==> src/hdl/polynomial_accumulator_add_mul_assert.svh <==
// Assertion macros for the polynomial accumulator.
`ifndef POLYNOMIAL_ACCUMULATOR_ADD_MUL_ASSERT_SVH
`define POLYNOMIAL_ACCUMULATOR_ADD_MUL_ASSERT_SVH

// Check a property on every clock edge outside reset.
`define PAM_CHECK(name, prop, msg) \
  name: assert property (@(posedge clk) disable iff (rst) (prop)) else $error(msg);

// Check a property on every clock edge, reset included.
`define PAM_CHECK_ALWAYS(name, prop, msg) \
  name: assert property (@(posedge clk) (prop)) else $error(msg);

`endif

==> src/hdl/pam_pkg.sv <==
// Shared constants and types for the polynomial accumulator.
`default_nettype none

package pam_pkg;

  localparam int unsigned COEF_WIDTH_DEF = 32;
  localparam int unsigned IO_WIDTH       = 32;
  localparam int unsigned NUM_TERMS      = 11;
  localparam int unsigned DEG_WIDTH      = 5;
  localparam int unsigned STEP_WIDTH     = $clog2(NUM_TERMS);

  localparam logic OP_ADD = 1'b0;
  localparam logic OP_MUL = 1'b1;

  typedef struct packed {
    logic load;
    logic add;
    logic mul;
    logic first;
    logic last;
  } cell_ctrl_t;

endpackage

`default_nettype wire

==> src/hdl/pam_cell.sv <==
// One coefficient cell: accumulator term, operand term and partial product.
`default_nettype none

module pam_cell #(
  parameter int unsigned COEF_WIDTH = pam_pkg::COEF_WIDTH_DEF
) (
  input  logic                    clk,
  input  logic                    rst,
  input  pam_pkg::cell_ctrl_t     ctrl,
  input  logic [COEF_WIDTH-1:0]   operand,
  input  logic [COEF_WIDTH-1:0]   bcast,
  input  logic [COEF_WIDTH-1:0]   acc_in,
  input  logic [COEF_WIDTH-1:0]   psum_in,
  output logic [COEF_WIDTH-1:0]   acc,
  output logic [COEF_WIDTH-1:0]   psum,
  output logic                    nonzero
);

  import pam_pkg::*;

  logic [COEF_WIDTH-1:0] operand_q;
  logic [COEF_WIDTH-1:0] prod;
  logic [COEF_WIDTH-1:0] sum;

  assign prod    = bcast * operand_q;
  assign sum     = (ctrl.first ? '0 : psum_in) + prod;
  assign nonzero = |acc;

  always_ff @(posedge clk) begin
    if (ctrl.load) begin
      operand_q <= operand;
    end
    if (ctrl.mul) begin
      psum <= sum;
    end
  end

  always_ff @(posedge clk) begin
    if (rst) begin
      acc <= '0;
    end else if (ctrl.add) begin
      acc <= acc + operand_q;
    end else if (ctrl.mul) begin
      acc <= ctrl.last ? sum : acc_in;
    end
  end

endmodule

`default_nettype wire

==> config.mk <==
export PLATFORM = sky130hd
export DESIGN_NAME = pam_cell
export DESIGN_NICKNAME = d
export VERILOG_FILES = /design/src/hdl/polynomial_accumulator_add_mul_assert.svh /design/src/hdl/pam_pkg.sv /design/src/hdl/pam_cell.sv
export SDC_FILE = /design/constraint.sdc
export NUM_CORES = 1
export LEC_CHECK = 0
export ABC_AREA = 1
export BUFFER_PORTS_ARGS = -buffer_cell sky130_fd_sc_hd__buf_2
export CAP_MARGIN = 20
export CORE_MARGIN = 1.5
export CORE_UTILIZATION = 31
export CTS_CLUSTER_SIZE = 28
export DETAILED_ROUTE_END_ITERATION = 7
export HOLD_SLACK_MARGIN = 0.08
export MAX_ROUTING_LAYER = met4
export PLACE_DENSITY = 0.56
export SYNTH_ARGS = -nofsm -noshare
export SYNTH_HDL_FRONTEND = slang
export SYNTH_SLANG_ARGS = --single-unit
==> constraint.sdc <==
create_clock -name clk -period 14.35 [get_ports clk]
set_input_delay 3.5875 -clock clk [delete_from_list [all_inputs] [get_ports clk]]
set_output_delay 3.5875 -clock clk [all_outputs]
set_load 0.03 [all_outputs]
==> flow_summary.yaml, run 1 <==
status:
  run_status: "complete, no violations"
route:
  wire_per_inst_um: 18.6
  drt_first_pass_iters: 5
  drt_drc_violations_left: 0
  detailedRoute.firstIterationViolations: 1234
  ant_nets: 0
  totalWireLength_mm: 79.1
  routed_vias_inst: 4.67
  number_of_vias_in_the_routed_layout: 19908
run:
  cap_viol_max_count: 0
global_route:
  grt_first_pass_wirelength_mm: 124
  vias_in_the_first_global_route: 20766
  grt_antenna_before_repair: 0
  grt_start_max_net_pins: 57
  grt_usage_pct: 21.6
  overflow: 0
cells_and_area:
  mostFrequentLayoutCells: "970 x sky130_fd_sc_hd__inv_1, 835 x sky130_fd_sc_hd__nand2_1, 439 x sky130_fd_sc_hd__fa_1, 199 x sky130_fd_sc_hd__buf_2, 155 x sky130_fd_sc_hd__ha_1"
  final_area_um2: 25800
  insertedDiodeCount: 0
  drive_gt1_share_pct: 8.24
  core_occupancy_in_the_finished_layout_pct: 34.1
  area_delta_synth_final_pct: 9.29
  most_common_cell_after_layout_fill_and_taps_aside: "sky130_fd_sc_hd__inv_1"
  final_cells: 4265
  nets: 4011
sta:
  finClkSkew_ns: 0.0165
  finalHoldViolCount: 0
  actual_transition_at_the_worst_max_transition_pin_ns: 1.08
  final-setup-viol-count: 0
  timing.final.crit_share_pct: 72.2
  max-slew-margin-rel_pct: 27.8
  rsz_0062_raised_after_global_routing: "no"
  period_minus_slack_ns: 10.36
  max_freq_mhz: 96.6
  setup_total_negative_slack_ns: 0
  timing_max_transition_violations_final: 0
synth:
  postSynthCellCount: 3173
  number_of_enable_type_register_cells_in_the_synthesized_netlist: 64
  ys_async_sr_fraction_pct: 0
  synth.top_cells.by_area: "sky130_fd_sc_hd__fa_1 37%, sky130_fd_sc_hd__inv_1 15%, sky130_fd_sc_hd__nand2_1 13%"
  synth_sequential_area_ratio_pct: 10.8
  syn-num-nets: 3902
  synth-seq-cells: 96
  synthesis.area_per_instance_um2: 7.44
  mappedNetlistArea_um2: 23600
  yosys_most_used_dff: "sky130_fd_sc_hd__edfxtp_1"
  yosysUniqueCellTypes: 48
  synth_top_area_share_pct: 37.2
  yosys.area.top_type: "sky130_fd_sc_hd__fa_1"
  yosysWarningCount: 0
clocking:
  tritoncts: "done"
  clock_path_buffers: 2
  clock_tree.root_cell: "sky130_fd_sc_hd__clkbuf_16"
  cts_max_level: 3
  cts_buf_count: 9
  clk_pin_slew_worst_paths_ns: 0.08
  worst_skew_pair.late_latency_ns: 0.38
  clock-sinks: 96
  cts_post_setup_buffers_inserted: 0
  quantity_of_hold_fixing_buffers_added_after_cts: 0
  ctsResizeCount: 0
placement:
  io_buffer_count: 199
  finalWeightedCongestion: 0.958
  post-dp-hpwl_mm: 63.2
  placed_cells_incl_taps: 4249
  post_detailed_placement_cell_area_um2: 25500
critical_path:
  setup.worst_path.end_class: "flip-flop"
  cp_max_fo: 18
  critical_path.reg2reg.startpoint: "operand_q[17]"
  endpoint: "acc[27]"
  worst_r2r_endpoint: "acc[31]"
  worst-setup-path-type: "in -> reg"
  critical_path_arrival_ns: 10.64
  ff2ff_setup_slack_ns: 6.89
  cp-startpoint: "ctrl[1]"
  worst-endpoint-required_ns: 14.64
  depth_of_the_worst_register_to_register_path: 28
  cp-start-kind: "primary input"
die:
  dieHeight_um: 279
  boundaryPins: 200
  core_region_area_um2: 75700
  fp.dieW_um: 279
  core.rowCount: 101
  initial_utilization_pct: 31.2
  dieArea_um2: 77900
hold_path:
  min-delay-start: "acc[3]"
  worstHoldPathType: "reg -> reg"
[Yosys cell counts (11+ instances only)]
master,count
sky130_fd_sc_hd__a21oi_1,75
sky130_fd_sc_hd__a31oi_1,22
sky130_fd_sc_hd__buf_1,18
sky130_fd_sc_hd__buf_2,17
sky130_fd_sc_hd__clkbuf_1,84
sky130_fd_sc_hd__dfxtp_1,32
sky130_fd_sc_hd__edfxtp_1,64
sky130_fd_sc_hd__fa_1,439
sky130_fd_sc_hd__ha_1,155
sky130_fd_sc_hd__inv_1,970
sky130_fd_sc_hd__nand2_1,835
sky130_fd_sc_hd__nand3_1,86
sky130_fd_sc_hd__nor2_1,126
sky130_fd_sc_hd__nor3_1,14
sky130_fd_sc_hd__o211ai_1,11
sky130_fd_sc_hd__o21ai_0,81
sky130_fd_sc_hd__o21ai_1,13
sky130_fd_sc_hd__xor2_1,33
[area by class of cell]
| class | instances | area [µm²] |
|---|---|---|
| flip-flops and latches | 96 | 2560 |
| multi-input cells | 1973 | 16900 |
| inverters | 976 | 3670 |
| repair buffers | 226 | 1200 |
| well taps | 978 | 1220 |
| fillers | 8121 | 49900 |
| clock buffers | 9 | 225 |
| clock inverters | 7 | 86.3 |
[how the worst min path moves through the flow]
stage,end,depth (start not counted)
after floorplan,acc[0],2
after global placement,acc[13],2
after detailed placement,acc[13],2
after CTS,acc[13],2
after global routing,acc[11],2
final,acc[3],2
[sequential cells by signal (all words and copies together) (netlist names)]
register and flops:
operand_q 32, acc 32, psum 32
[cells by family after synthesis]
| group | Yosys count | share of synthesized area, % |
|---|---|---|
| xor gates and xnor gates | 43 | 1.59 |
| buffers and inverters | 1104 | 17.8 |
| and+or+nand+nor | 1100 | 18.6 |
| AOI/OAI and AO/OA | 236 | 5.76 |
| DFF | 96 | 10.8 |
| adders and majority gates | 594 | 45.4 |
[per-stage QoR]
stage          setup slack [ns]  hold WS, ns
2_1_floorplan              4.42        0.623
3_3_place_gp               3.59        0.573
3_5_place_dp               3.59        0.584
4_1_cts                    3.95        0.605
5_1_grt                    3.53        0.637
6_report                   3.99        0.627
[worst max-delay path, stage by stage]
cell	delay, ns
sky130_fd_sc_hd__buf_2	0.29
sky130_fd_sc_hd__inv_4	0.35
sky130_fd_sc_hd__nand2_1	0.14
sky130_fd_sc_hd__fa_1	0.55
sky130_fd_sc_hd__inv_1	0.06
sky130_fd_sc_hd__fa_1	0.45
sky130_fd_sc_hd__fa_1	0.52
sky130_fd_sc_hd__inv_1	0.06
sky130_fd_sc_hd__fa_1	0.52
sky130_fd_sc_hd__inv_1	0.05
sky130_fd_sc_hd__fa_1	0.50
sky130_fd_sc_hd__fa_1	0.46
sky130_fd_sc_hd__fa_1	0.53
sky130_fd_sc_hd__inv_1	0.05
sky130_fd_sc_hd__fa_1	0.49
sky130_fd_sc_hd__inv_1	0.05
sky130_fd_sc_hd__ha_1	0.37
sky130_fd_sc_hd__a21oi_1	0.39
sky130_fd_sc_hd__o21ai_0	0.19
sky130_fd_sc_hd__a21oi_1	0.15
sky130_fd_sc_hd__nand3_1	0.15
sky130_fd_sc_hd__nand3_1	0.10
sky130_fd_sc_hd__nand2_1	0.06
sky130_fd_sc_hd__xor2_1	0.17
sky130_fd_sc_hd__o21ai_1	0.16
sky130_fd_sc_hd__nand3_1	0.09
sky130_fd_sc_hd__nand2_1	0.08
sky130_fd_sc_hd__inv_1	0.03
[layer usage]
layer  wire (µm)  track usage (%)  vias up
met5           0                -        -
met4        2990             7.55        0
met3        4640             1.85      135
met2       37000             35.3      739
met1       34500             28.2     9714
li1            -                -     9320
Power of run 1 is left out: the tool's default activity adds up to more than one toggle a clock period on the data nets, which glitch-free logic cannot reach.
==> run 2: changes to the inputs <==
ABC_AREA = 0   (was 1)
clock period = 10.3 ns   (was 14.35 ns; I/O delays follow)
==> run 2 against run 1 <==
Synthesized area down 6.1%; clock skew about the same; hold slack worse by 0.0090 ns; global-route usage down 2.7 points; die area down 6.1%; wire length down 17%.
==> flow_summary.yaml, run 2 <==
route:
  number_of_vias_in_the_routed_layout: 16566
  totalWireLength_mm: 65.8
  detailedRoute.firstIterationViolations: 999
  ant_nets: 0
  drt_drc_violations_left: 0
  wire_per_inst_um: 18.9
  drt_first_pass_iters: 5
  routed_vias_inst: 4.76
global_route:
  grt_usage_pct: 18.9
  overflow: 0
  grt_first_pass_wirelength_mm: 103
  vias_in_the_first_global_route: 17572
  grt_start_max_net_pins: 43
  grt_antenna_before_repair: 5
placement:
  post-place-ws_ns: 0.478
  post-dp-hpwl_mm: 53.8
  io_buffer_count: 199
  finalWeightedCongestion: 0.914
cells_and_area:
  ff_latch_area_um2: 2560
  largest_registers_in_the_final_layout: "acc: 32 flops, operand_q: 32 flops, psum: 32 flops"
  nets: 3258
  drive_gt1_share_pct: 10.3
  fillers: 7475
  most_common_cell_after_layout_fill_and_taps_aside: "sky130_fd_sc_hd__inv_1"
  area_delta_synth_final_pct: 10.1
  mostFrequentLayoutCells: "507 x sky130_fd_sc_hd__inv_1, 439 x sky130_fd_sc_hd__fa_1, 326 x sky130_fd_sc_hd__and2_1, 237 x sky130_fd_sc_hd__nand2_1, 199 x sky130_fd_sc_hd__buf_2"
  multiInputGateArea_um2: 17300
synth:
  yosys.area.top_type: "sky130_fd_sc_hd__fa_1"
  yosysUniqueCellTypes: 67
  number_of_enable_type_register_cells_in_the_synthesized_netlist: 64
  synth_top_area_share_pct: 39.6
  synthesis.area_per_instance_um2: 9.21
  synth_sequential_area_ratio_pct: 11.6
  synthTopCellsByCount: "507 x sky130_fd_sc_hd__inv_1, 439 x sky130_fd_sc_hd__fa_1, 326 x sky130_fd_sc_hd__and2_1, 237 x sky130_fd_sc_hd__nand2_1, 155 x sky130_fd_sc_hd__ha_1"
  synthMostInstantiatedCell: "sky130_fd_sc_hd__inv_1"
  postSynthCellCount: 2407
  synth.top_cells.by_area: "sky130_fd_sc_hd__fa_1 40%, sky130_fd_sc_hd__and2_1 9.2%, sky130_fd_sc_hd__ha_1 8.7%"
  mappedNetlistArea_um2: 22200
  synth-seq-cells: 96
  ys_async_sr_fraction_pct: 0
  yosysWarningCount: 0
  yosys_most_used_dff: "sky130_fd_sc_hd__edfxtp_1"
  syn-num-nets: 3136
sta:
  max-slew-margin-rel_pct: 29.1
  setup_total_negative_slack_ns: 0
  finalHoldViolCount: 0
  finClkSkew_ns: 0.0165
  final-setup-viol-count: 0
  actual_transition_at_the_worst_max_transition_pin_ns: 1.06
  period_minus_slack_ns: 9.48
  post-route-worst-setup-slack_ns: 0.822
  max_freq_mhz: 106
  timing_max_transition_violations_final: 0
  timing.final.crit_share_pct: 92.0
  rsz_0062_raised_after_global_routing: "no"
die:
  fp.dieW_um: 270
  dieArea_um2: 73100
  core_region_area_um2: 70400
  dieHeight_um: 270
  boundaryPins: 200
  initial_utilization_pct: 31.5
  core.rowCount: 97
critical_path:
  ff2ff_setup_slack_ns: 2.33
  worst_r2r_endpoint: "acc[27]"
  setup.worst_path.end_class: "flip-flop"
  cp-start-kind: "primary input"
  crit_slowest_cell: "sky130_fd_sc_hd__fa_1"
  crit_path_frequent_cell: "sky130_fd_sc_hd__fa_1"
  cp_max_fo: 17
  depth_of_the_worst_register_to_register_path: 26
  endpoint: "acc[27]"
  worst-setup-path-type: "in -> reg"
  worst-endpoint-required_ns: 10.56
  critical_path.reg2reg.startpoint: "operand_q[1]"
  cp-startpoint: "ctrl[1]"
  critical_path_arrival_ns: 9.74
  critical_path.max_stage_delay_ns: 0.55
clocking:
  tritoncts: "done"
  ctsResizeCount: 0
  worst_skew_pair.late_latency_ns: 0.38
  cts_buf_count: 9
  clock-sinks: 96
  cts_max_level: 3
  clock_path_buffers: 2
  cts_post_setup_buffers_inserted: 0
  clock_tree.root_cell: "sky130_fd_sc_hd__clkbuf_16"
  clk_pin_slew_worst_paths_ns: 0.08
  quantity_of_hold_fixing_buffers_added_after_cts: 0
run:
  cap_viol_max_count: 0
status:
  run_status: "complete, no violations"
hold_path:
  worstHoldPathType: "reg -> reg"
## run 2: how the worst min path moves through the flow
| stage | startpoint | endpoint | depth (start not counted) |
|---|---|---|---|
| after floorplan | operand_q[0] | acc[0] | 3 |
| after global placement | acc[16] | acc[16] | 2 |
| after detailed placement | acc[23] | acc[23] | 2 |
| after CTS | acc[23] | acc[23] | 2 |
| after global routing | acc[16] | acc[16] | 2 |
| final | acc[23] | acc[23] | 2 |
## run 2: kinds of logic after synthesis
logic type,Yosys count,synth area share (%)
compound gates,226,6.72
xor+xnor,110,4.34
fa+ha+maj,594,48.4
buf+inv,619,10.5
flops,96,11.6
mux,21,0.954
simple gates,741,17.5
## run 2: critical path: cells and delay by family
family,cells,cell delay (ns)
simple gates,4,0.75
mux,1,0.24
buf+inv,7,0.69
compound gates,4,0.89
fa+ha+maj,9,4.42
xor+xnor,1,0.16
## run 2: cell type report
type	count	share of cell area, %
Inverter	508	7.81
Tap cell	940	4.82
Clock buffer	9	0.922
Sequential cell	96	10.5
Multi-Input combinational cell	1692	70.8
Clock inverter	7	0.364
Timing Repair Buffer	222	4.79
Antenna cell	3	0.0307
## run 2: metal layers
layer	vias to the layer above	global-route usage (%)	part of all wire, %	routed length, µm
met1	8471	24.8	43	28500
met3	107	2.82	5.7	3750
met4	0	5.35	2.8	1840
li1	7530	-	-	-
met2	458	30.4	48	31800
met5	-	-	0	0
## run 2: per-stage QoR
stage               std cells  hold slack (ns)  instance area, µm²  util [%]
global route             3475            0.650               24400      34.7
finish                   3477            0.618               24400      34.7
detailed placement       3458            0.613               24100      34.2
CTS                      3474            0.619               24400      34.7
global placement         3458            0.611               24100      34.2
floorplan                2407            0.664               22200         -
Power of run 2 is left out for the same reason.
==> run 3: changes to the inputs <==
CORE_UTILIZATION = 40   (was 31)
PLACE_DENSITY = 0.66   (was 0.56)
==> run 3 against run 2 <==
Highest routed layer unchanged; via count is 2.7% higher; global-route usage grew 5.7 points; cell count fell by 5.5%; clock skew shrank 0.0084 ns; critical path depth increased by 1; sequential cell count unchanged; critical endpoint is now psum[30]; design area fell by 1.0%; sequential share of layout area up 0.11 points; hold slack better by 0.0030 ns.
==> flow_summary.yaml, run 3 (synthesis results as in run 2) <==
hold_path:
  min-delay-start: "acc[16]"
  worstHoldPathType: "reg -> reg"
sta:
  max_freq_mhz: 106
  timing_max_transition_violations_final: 0
  timing.final.crit_share_pct: 91.2
  max-slew-margin-rel_pct: 21.9
  period_minus_slack_ns: 9.39
  rsz_0062_raised_after_global_routing: "no"
  actual_transition_at_the_worst_max_transition_pin_ns: 1.17
  final-setup-viol-count: 0
  finalHoldViolCount: 0
  setup_total_negative_slack_ns: 0
  finClkSkew_ns: 0.00811
route:
  detailedRoute.firstIterationViolations: 1225
  wire_per_inst_um: 19.8
  totalWireLength_mm: 65.0
  ant_nets: 0
  drt_drc_violations_left: 0
  number_of_vias_in_the_routed_layout: 17019
  routed_vias_inst: 5.18
  drt_first_pass_iters: 6
placement:
  post-dp-hpwl_mm: 54.0
  io_buffer_count: 199
  finalWeightedCongestion: 0.987
critical_path:
  worst-endpoint-required_ns: 10.41
  cp-start-kind: "primary input"
  worst-setup-path-type: "in -> reg"
  critical_path.max_stage_delay_ns: 0.54
  cp_num_buf_inv: 8
  critical_path_arrival_ns: 9.50
  crit_path_frequent_cell: "sky130_fd_sc_hd__fa_1"
  cp_max_fo: 17
  cp-startpoint: "ctrl[1]"
  crit_slowest_cell: "sky130_fd_sc_hd__fa_1"
  critical_path.reg2reg.startpoint: "operand_q[0]"
  setup.worst_path.end_class: "flip-flop"
  cp_delay_by_family_top: "adder cells"
global_route:
  vias_in_the_first_global_route: 18404
  grt_first_pass_wirelength_mm: 104
  grt_start_max_net_pins: 46
  overflow: 0
  grt_usage_pct: 24.6
  grt_antenna_before_repair: 2
run:
  cap_viol_max_count: 0
cells_and_area:
  ff_latch_area_um2: 2560
  area_delta_synth_final_pct: 9.01
  multiInputGateArea_um2: 17300
  drive_gt1_share_pct: 10.2
  most_common_cell_after_layout_fill_and_taps_aside: "sky130_fd_sc_hd__inv_1"
  fillers: 5395
  nets: 3257
  largest_registers_in_the_final_layout: "acc: 32 flops, operand_q: 32 flops, psum: 32 flops"
  mostFrequentLayoutCells: "507 x sky130_fd_sc_hd__inv_1, 439 x sky130_fd_sc_hd__fa_1, 326 x sky130_fd_sc_hd__and2_1, 237 x sky130_fd_sc_hd__nand2_1, 199 x sky130_fd_sc_hd__buf_2"
clocking:
  tritoncts: "done"
  cts_buf_count: 9
  clk_pin_slew_worst_paths_ns: 0.07
  quantity_of_hold_fixing_buffers_added_after_cts: 0
  cts_max_level: 3
  clock_tree.root_cell: "sky130_fd_sc_hd__clkbuf_16"
  clock-sinks: 96
  clock_path_buffers: 2
  worst_skew_pair.late_latency_ns: 0.37
  ctsResizeCount: 0
  cts_post_setup_buffers_inserted: 0
die:
  core_region_area_um2: 55000
  initial_utilization_pct: 40.3
  fp.dieW_um: 238
  dieHeight_um: 238
  dieArea_um2: 56900
  core.rowCount: 86
  boundaryPins: 200
status:
  run_status: "complete, no violations"
==> run 3: area by class of cell <==
class	instances	area share [%]
Clock inverter	7	0.357
Clock buffer	9	0.932
Timing Repair Buffer	221	4.80
Tap cell	748	3.87
Sequential cell	96	10.6
Antenna cell	4	0.0414
Multi-Input combinational cell	1692	71.5
Inverter	508	7.89
==> run 3: worst reg2reg max path, delay by kind of cell (launching register included) <==
kind | cells | cell delay (ns)
AOI/OAI and AO/OA | 5 | 1.11
and+or+nand+nor | 4 | 0.47
DFF | 1 | 1.11
xor gates and xnor gates | 1 | 0.14
buffers and inverters | 8 | 0.70
adders and majority gates | 9 | 4.34
==> run 3: per-layer routing <==
| layer | track usage [%] | vias up | wire length, µm |
|---|---|---|---|
| met2 | 40.1 | 638 | 31800 |
| met5 | - | - | 0 |
| met1 | 31.2 | 8724 | 26000 |
| met3 | 3.47 | 140 | 4380 |
| met4 | 9.28 | 0 | 2810 |
| li1 | - | 7517 | - |
==> run 3: path summary, 6_finish.rpt <==
path	end	slack, ns	cells after the start
worst min register to register	acc[16]	0.62	2
worst max-delay path	psum[30]	0.91	27
worst max register to register	psum[30]	2.17	27
worst min-delay path	acc[16]	0.62	2
==> run 3: stage by stage <==
step           instances  worst slack, ns  area (µm²)  hold WS [ns]  utilization (%)
3_5_place_dp        3265            0.525       23800         0.607             43.4
5_1_grt             3282            0.577       24200         0.648             43.9
2_1_floorplan       2407             1.04       22200         0.664                -
6_report            3285            0.907       24200         0.621             44.0
3_3_place_gp        3265            0.608       23800         0.600             43.4
4_1_cts             3281            0.909       24200         0.615             43.9
Power of run 3 is left out for the same reason.
